==> src/zve_pkg.sv <==
// Package of the zigzag varint encoder: item types, queue status, constants.
// No dependencies.
`timescale 1ns / 1ps

package zve_pkg;

    localparam int VALUE_WIDTH_DEF = 128;
    localparam int VALUE_WIDTH_MIN = 64;
    localparam int VALUE_WIDTH_MAX = 128;
    localparam int QUEUE_DEPTH_DEF = 2;

    localparam int         PAYLOAD_BITS = 7;
    localparam logic [7:0] PAYLOAD_MASK = 8'h7f;
    localparam logic [7:0] CONT_BIT     = 8'h80;

    typedef struct packed {
        logic [63:0]        value_low;
        logic signed [63:0] value_high;
    } t_in_item;

    typedef struct packed {
        logic [7:0] out_byte;
        logic       last_byte;
    } t_out_item;

    typedef struct packed {
        logic full;
        logic not_empty;
    } t_zve_qstat;

endpackage

==> src/zve_queue.sv <==
// Small register queue between the front and back parts of the encoder.
// Depends on zve_pkg.
`timescale 1ns / 1ps

module zve_queue import zve_pkg::*; #(
    parameter int WIDTH = VALUE_WIDTH_DEF,
    parameter int DEPTH = QUEUE_DEPTH_DEF
) (
    input  logic             i_clk,
    input  logic             i_rst_n,
    input  logic             i_push,
    input  logic [WIDTH-1:0] i_push_data,
    input  logic             i_pop,
    output logic [WIDTH-1:0] o_pop_data,
    output t_zve_qstat       o_stat
);

    localparam int PtrW = (DEPTH > 1) ? $clog2(DEPTH) : 1;
    localparam int CntW = $clog2(DEPTH + 1);

    logic [WIDTH-1:0] r_mem [DEPTH];
    logic [PtrW-1:0]  r_wptr, n_wptr;
    logic [PtrW-1:0]  r_rptr, n_rptr;
    logic [CntW-1:0]  r_count, n_count;
    logic             do_push, do_pop;

    assign o_stat.full      = (r_count == CntW'(DEPTH));
    assign o_stat.not_empty = (r_count != '0);
    assign o_pop_data       = r_mem[r_rptr];

    assign do_push = i_push & ~o_stat.full;
    assign do_pop  = i_pop & o_stat.not_empty;

    always_comb begin
        n_wptr  = r_wptr;
        n_rptr  = r_rptr;
        n_count = r_count;
        if (do_push) begin
            n_wptr = (r_wptr == PtrW'(DEPTH - 1)) ? '0 : r_wptr + PtrW'(1);
        end
        if (do_pop) begin
            n_rptr = (r_rptr == PtrW'(DEPTH - 1)) ? '0 : r_rptr + PtrW'(1);
        end
        if (do_push && !do_pop) begin
            n_count = r_count + CntW'(1);
        end else if (do_pop && !do_push) begin
            n_count = r_count - CntW'(1);
        end
    end

    always_ff @(posedge i_clk) begin
        if (!i_rst_n) begin
            r_wptr  <= '0;
            r_rptr  <= '0;
            r_count <= '0;
        end else begin
            r_wptr  <= n_wptr;
            r_rptr  <= n_rptr;
            r_count <= n_count;
        end
    end

    always_ff @(posedge i_clk) begin
        if (do_push) begin
            r_mem[r_wptr] <= i_push_data;
        end
    end

endmodule

==> src/zve_front.sv <==
// Front part: takes input transfers, sign-extends and zigzag-maps the value.
// Depends on zve_pkg.
`timescale 1ns / 1ps

module zve_front import zve_pkg::*; #(
    parameter int VALUE_WIDTH = VALUE_WIDTH_DEF
) (
    input  logic                   i_clk,
    input  logic                   i_rst_n,
    input  logic                   i_in_valid,
    output logic                   o_in_stall,
    input  t_in_item               i_in_data,
    input  t_zve_qstat             i_q_stat,
    output logic                   o_push,
    output logic [VALUE_WIDTH-1:0] o_push_data
);

    logic                   r_valid, n_valid;
    logic [VALUE_WIDTH-1:0] r_zz, n_zz;
    logic [127:0]           full_value;
    logic                   sign_bit;
    logic                   take;

    // Bits above VALUE_WIDTH-1 are copies of the sign, so the zigzag result
    // fits in VALUE_WIDTH bits and only the low part is computed.
    assign full_value = {i_in_data.value_high, i_in_data.value_low};
    assign sign_bit   = full_value[VALUE_WIDTH-1];

    assign o_push      = r_valid & ~i_q_stat.full;
    assign o_push_data = r_zz;
    assign o_in_stall  = r_valid & i_q_stat.full;
    assign take        = i_in_valid & ~o_in_stall;

    always_comb begin
        n_valid = r_valid;
        n_zz    = r_zz;
        if (o_push) begin
            n_valid = 1'b0;
        end
        if (take) begin
            n_valid = 1'b1;
            n_zz    = {full_value[VALUE_WIDTH-2:0], 1'b0} ^ {VALUE_WIDTH{sign_bit}};
        end
    end

    always_ff @(posedge i_clk) begin
        if (!i_rst_n) begin
            r_valid <= 1'b0;
        end else begin
            r_valid <= n_valid;
        end
    end

    always_ff @(posedge i_clk) begin
        r_zz <= n_zz;
    end

endmodule

==> src/zve_back.sv <==
// Back part: shifts a queued zigzag value out as base-128 bytes, one a cycle
// while the output is not stalled. Depends on zve_pkg.
`timescale 1ns / 1ps

module zve_back import zve_pkg::*; #(
    parameter int VALUE_WIDTH = VALUE_WIDTH_DEF
) (
    input  logic                   i_clk,
    input  logic                   i_rst_n,
    input  t_zve_qstat             i_q_stat,
    input  logic [VALUE_WIDTH-1:0] i_q_data,
    output logic                   o_pop,
    output logic                   o_out_valid,
    input  logic                   i_out_stall,
    output t_out_item              o_out_data
);

    logic                   r_busy, n_busy;
    logic [VALUE_WIDTH-1:0] r_rem, n_rem;
    logic                   r_out_valid, n_out_valid;
    t_out_item              r_out, n_out;
    logic                   more, advance, emit, done;

    // More bytes follow while anything is left above the low payload group.
    assign more    = |r_rem[VALUE_WIDTH-1:PAYLOAD_BITS];
    assign advance = ~r_out_valid | ~i_out_stall;
    assign emit    = r_busy & advance;
    assign done    = emit & ~more;
    assign o_pop   = i_q_stat.not_empty & (~r_busy | done);

    assign o_out_valid = r_out_valid;
    assign o_out_data  = r_out;

    always_comb begin
        n_busy      = r_busy;
        n_rem       = r_rem;
        n_out_valid = r_out_valid;
        n_out       = r_out;
        if (advance) begin
            n_out_valid = emit;
        end
        if (emit) begin
            n_out.out_byte  = (more ? CONT_BIT : 8'h00) |
                              ({1'b0, r_rem[PAYLOAD_BITS-1:0]} & PAYLOAD_MASK);
            n_out.last_byte = ~more;
            n_rem           = r_rem >> PAYLOAD_BITS;
        end
        if (o_pop) begin
            n_busy = 1'b1;
            n_rem  = i_q_data;
        end else if (done) begin
            n_busy = 1'b0;
        end
    end

    always_ff @(posedge i_clk) begin
        if (!i_rst_n) begin
            r_busy      <= 1'b0;
            r_out_valid <= 1'b0;
        end else begin
            r_busy      <= n_busy;
            r_out_valid <= n_out_valid;
        end
    end

    always_ff @(posedge i_clk) begin
        r_rem <= n_rem;
        r_out <= n_out;
    end

endmodule

==> src/zigzag_varint_encoder_128_top.sv <==
// Top level of the zigzag varint encoder: front, queue and back parts.
// Depends on zve_pkg, zve_front, zve_queue, zve_back.
//
// Usage:
//   Input channel (i_in_valid / o_in_stall / i_in_data) takes one signed value
//   per transfer as value_low and a signed value_high. The value is
//   sign-extended from bit VALUE_WIDTH-1 (64..128) and zigzag-mapped.
//   Output channel (o_out_valid / i_out_stall / o_out_data) gives the
//   little-endian base-128 bytes, one per transfer; bit 7 is set on every
//   byte but the last, and last_byte marks the final one (1 to 19 bytes).
//   The first byte of an item passes the front register, a queue entry, the
//   shifter register and the output register after its input transfer.
//   Throughput: the back shifter emits one byte per cycle while the output is
//   not stalled, and starts the next item right after the last byte.
//   A two-entry queue sits between the zigzag stage and the shifter; the
//   input stalls only when the front register and the queue are both full.
//   A stalled output holds its byte; the shifter waits behind it.
//   Reset clears all valid flags; no item is in flight afterwards.
`timescale 1ns / 1ps

module zigzag_varint_encoder_128_top import zve_pkg::*; #(
    parameter int VALUE_WIDTH = VALUE_WIDTH_DEF,
    parameter int QUEUE_DEPTH = QUEUE_DEPTH_DEF
) (
    input  logic      i_clk,
    input  logic      i_rst_n,
    input  logic      i_in_valid,
    output logic      o_in_stall,
    input  t_in_item  i_in_data,
    output logic      o_out_valid,
    input  logic      i_out_stall,
    output t_out_item o_out_data
);

    localparam int VwEff = (VALUE_WIDTH < VALUE_WIDTH_MIN) ? VALUE_WIDTH_MIN :
                           (VALUE_WIDTH > VALUE_WIDTH_MAX) ? VALUE_WIDTH_MAX :
                           VALUE_WIDTH;

    t_zve_qstat       q_stat;
    logic             push, pop;
    logic [VwEff-1:0] push_data, pop_data;

    zve_front #(
        .VALUE_WIDTH (VwEff)
    ) u_front (
        .i_clk       (i_clk),
        .i_rst_n     (i_rst_n),
        .i_in_valid  (i_in_valid),
        .o_in_stall  (o_in_stall),
        .i_in_data   (i_in_data),
        .i_q_stat    (q_stat),
        .o_push      (push),
        .o_push_data (push_data)
    );

    zve_queue #(
        .WIDTH (VwEff),
        .DEPTH (QUEUE_DEPTH)
    ) u_queue (
        .i_clk       (i_clk),
        .i_rst_n     (i_rst_n),
        .i_push      (push),
        .i_push_data (push_data),
        .i_pop       (pop),
        .o_pop_data  (pop_data),
        .o_stat      (q_stat)
    );

    zve_back #(
        .VALUE_WIDTH (VwEff)
    ) u_back (
        .i_clk       (i_clk),
        .i_rst_n     (i_rst_n),
        .i_q_stat    (q_stat),
        .i_q_data    (pop_data),
        .o_pop       (pop),
        .o_out_valid (o_out_valid),
        .i_out_stall (i_out_stall),
        .o_out_data  (o_out_data)
    );

endmodule

==> config.mk <==
export PLATFORM = sky130hd
export DESIGN_NAME = zigzag_varint_encoder_128_top
export DESIGN_NICKNAME = d
export VERILOG_FILES = /design/src/zve_pkg.sv /design/src/zve_queue.sv /design/src/zve_front.sv /design/src/zve_back.sv /design/src/zigzag_varint_encoder_128_top.sv
export SDC_FILE = /design/constraint.sdc
export NUM_CORES = 1
export LEC_CHECK = 0
export ABC_CLOCK_PERIOD_IN_PS = 18800
export BUFFER_PORTS_ARGS = -buffer_cell sky130_fd_sc_hd__buf_4
export CAP_MARGIN = 20
export CORE_MARGIN = 2
export CORE_UTILIZATION = 43
export DETAILED_ROUTE_END_ITERATION = 10
export REMOVE_ABC_BUFFERS = 1
export SLEW_MARGIN = 20
export SYNTH_ARGS = -nofsm -noshare
export SYNTH_HDL_FRONTEND = slang
export SYNTH_HIERARCHICAL = 1
export SYNTH_SLANG_ARGS = --single-unit
==> constraint.sdc <==
create_clock -name i_clk -period 18.8 [get_ports i_clk]
set_clock_uncertainty 0.2 [all_clocks]
set_input_delay 3.76 -clock i_clk [delete_from_list [all_inputs] [get_ports i_clk]]
set_output_delay 3.76 -clock i_clk [all_outputs]
set_load 0.03 [all_outputs]
==> results_dict.tcl <==
set metrics [dict create \
    post-route-period-util 0.3020 \
    nets 1839 \
    power_per_cell_area_nw_per_um2 160.0 \
    worstPathCellList "nand2b_1 -> inv_1 -> and2_1 -> buf_4" \
    path_clk_slew_ns 0.06 \
    finalCriticalPeriod_ns 5.678 \
    synth_area_um2 23090 \
    dp_hpwl_um 28650 \
    rsz0062_at_grt "no" \
    via_per_inst 5.784 \
    wl_um 50960 \
    slew_violations 0 \
    endpoint "o_in_stall" \
    p_leak_nw 9.461 \
    io_buffers 142 \
    die_area_um2 55580 \
    crit_buf_inv 2 \
    synth_commonest_cells "edfxtp_1 (521), nand2_1 (131), mux2_2 (128), xor2_1 (128), nand4_1 (127)" \
    place_congestion 0.7537 \
    avgSynthCellArea_um2 14.28 \
    grt_max_degree 130 \
    drt_iter0_markers 1281 \
    status "finished, final reports clean" \
    yosysWarnings 6 \
    asyncSetResetFlopFracSynth 0 \
    diodes 0 \
    power_mw 4.245 \
    core_um2 52870 \
    grt_usage 0.1816 \
    seq_area_frac_synth 0.6844 \
    ios 143 \
    synth-edff-count 521 \
    path_class "flip-flop to primary output" \
    synthXorXnorAreaFrac 0.04930 \
    die-width_um 235.7 \
    cp_top_family "simple AND/OR/NAND/NOR gates" \
    setup_viol 0 \
    reg2reg_depth 6 \
    synth_area_leaders "edfxtp_1 (68%), mux2_2 (6.2%), xor2_1 (4.9%), a22oi_1 (3.9%), nand4_1 (3.4%)" \
    cts-buffers-inserted 56 \
    hold_viol 0 \
    place_inst 2336 \
    layout.cells.non_filler 2441 \
    synth_cell_types 35 \
    critPathMaxFanout 5 \
    clk_latency_ns 0.60 \
    critPathLaunch "u_queue/r_count[0]" \
    synth-seq-cells 529 \
    root_buffer "clkbuf_16" \
    synthAdderAreaFrac 0.0005418 \
    cts_tree "yes" \
    required_ns 14.84 \
    worstSetupStartpointType "flip-flop" \
    syn_inst 1617 \
    grt_pass1_wl_um 80350 \
    synth-simple-area-share 0.1299 \
    post_cts_resize_count 0 \
    yosysTopAreaCellShare 0.6775 \
    rr_endpoint "u_back/r_rem[74]" \
    min-delay-start "u_back/r_rem[6]" \
    synth_top_family_by_area "simple AND/OR/NAND/NOR gates" \
    synthToLayoutAreaGrowth_pct 14.91 \
    hold_class "flip-flop to flip-flop" \
    drc 0 \
    vias 14120 \
    num-fill-cells 4432 \
    post_cts_buffers 0 \
    ant_nets 0 \
    worst_slew_pin_slew_ns 1.018 \
    cts_sinks 529 \
    path_depth 4 \
    routedWlPerCell_um 20.88 \
    antenna_found_initial 0 \
    tns_ns 0 \
    clock_tree.htree_level_count 2 \
    holdBufCountCts 0 \
    ys.flop_type "edfxtp_1" \
    fin_util 0.5020 \
    drive_gt1_frac 0.2282 \
    fmax_mhz 176.1 \
    vdd_drop_max_uv 153.2 \
    num_rows 84 \
    endpoint_kind "primary output" \
    maxSlewHeadroom 0.3215 \
    grt_pass1_vias 14100 \
    grt-ovfl-total 0 \
    slowest_delay_ns 0.35 \
    yosysMostFrequentCell "edfxtp_1" \
    r2r_setup_slack_ns 14.59 \
    clockBufferDepth 3 \
    arrival_ns 1.72 \
    yosys.area.top_type "edfxtp_1" \
    crit_slowest_cell "dfxtp_1" \
    hold_slack_ns 0.2201 \
    firstDrtPassIters 8 \
    start_util 0.4368 \
    yosys-mux-area-fraction 0.06242 \
    die_h_um 235.7 \
    synth_compound_area_frac 0.04275 \
    r2r-start "u_back/r_busy" \
    cap_violations 0 \
]
## layer usage
metal  vias up  GRT usage  share of wire
li1       6444          -              -
met1      7001     0.2480           0.42
met4         0    0.06003          0.026
met2       573     0.2969           0.49
met3       100    0.02955          0.065
met5         -          0              0
## report_power, final
group	internal [mW]	switching, mW
Clock	0.688	0.464
Sequential	1.75	0.217
Combinational	0.440	0.684
Total	2.88	1.36
## layout make-up
cell class	instances	area [µm²]	area share
clock buffers	63	1470	0.05540
clock inverters	42	475.5	0.01792
inverters	4	15.01	0.0005658
multi-input cells	949	6641	0.2503
flip-flops and latches	529	15810	0.5959
well taps	688	860.8	0.03244
repair buffers	166	1261	0.04753
## cells in the final DEF, fill, tap and decap left out, drive strengths merged, types with 4 or more instances in the layout
cell type  count
clkinv        26
and3         123
edfxtp       521
buf          166
nand3        122
xor2         128
clkbuf        63
nor2          10
and2           4
a22oi        121
inv            5
dfxtp          8
clkinvlp       6
mux2         128
nand2        131
nor4          30
bufinv         9
nand4        127
## flip-flops by register name (all words and copies together) (netlist names), named ones only
| signal | count |
|---|---|
| u_back/o_out_data | 9 |
| u_back/r_busy | 1 |
| u_queue/r_wptr | 1 |
| u_queue/r_mem | 256 |
| u_back/r_rem | 128 |
| u_front/o_push_data | 128 |
| u_queue/r_rptr | 1 |
| u_queue/r_count | 2 |
| u_back/o_out_valid | 1 |
| u_front/r_valid | 1 |
## worst min path at each step
stage,end,cells after the start
2_1_floorplan,u_back/o_out_data[1],0
3_3_place_gp,u_back/o_out_data[4],0
6_report,u_back/o_out_data[7],0
5_1_grt,u_back/o_out_data[2],0
3_5_place_dp,u_back/o_out_data[2],0
4_1_cts,u_back/o_out_data[2],0
## through the flow
step           setup WS, ns  cell area [µm²]
6_report              13.12            26540
5_1_grt               13.00            26540
4_1_cts               12.90            26530
3_5_place_dp          12.24            24580
3_3_place_gp          12.28            24580
2_1_floorplan         8.322            22400
## cell families (layout without fill, tap and decap cells)
kind of cell	count (synthesis)	count (layout)
compound gates	133	133
buf+inv	139	275
mux	128	128
flops	529	529
fa+ha+maj	1	1
simple gates	557	557
xor+xnor	130	130
No activity file was read; power rests on OpenSTA's default activity.
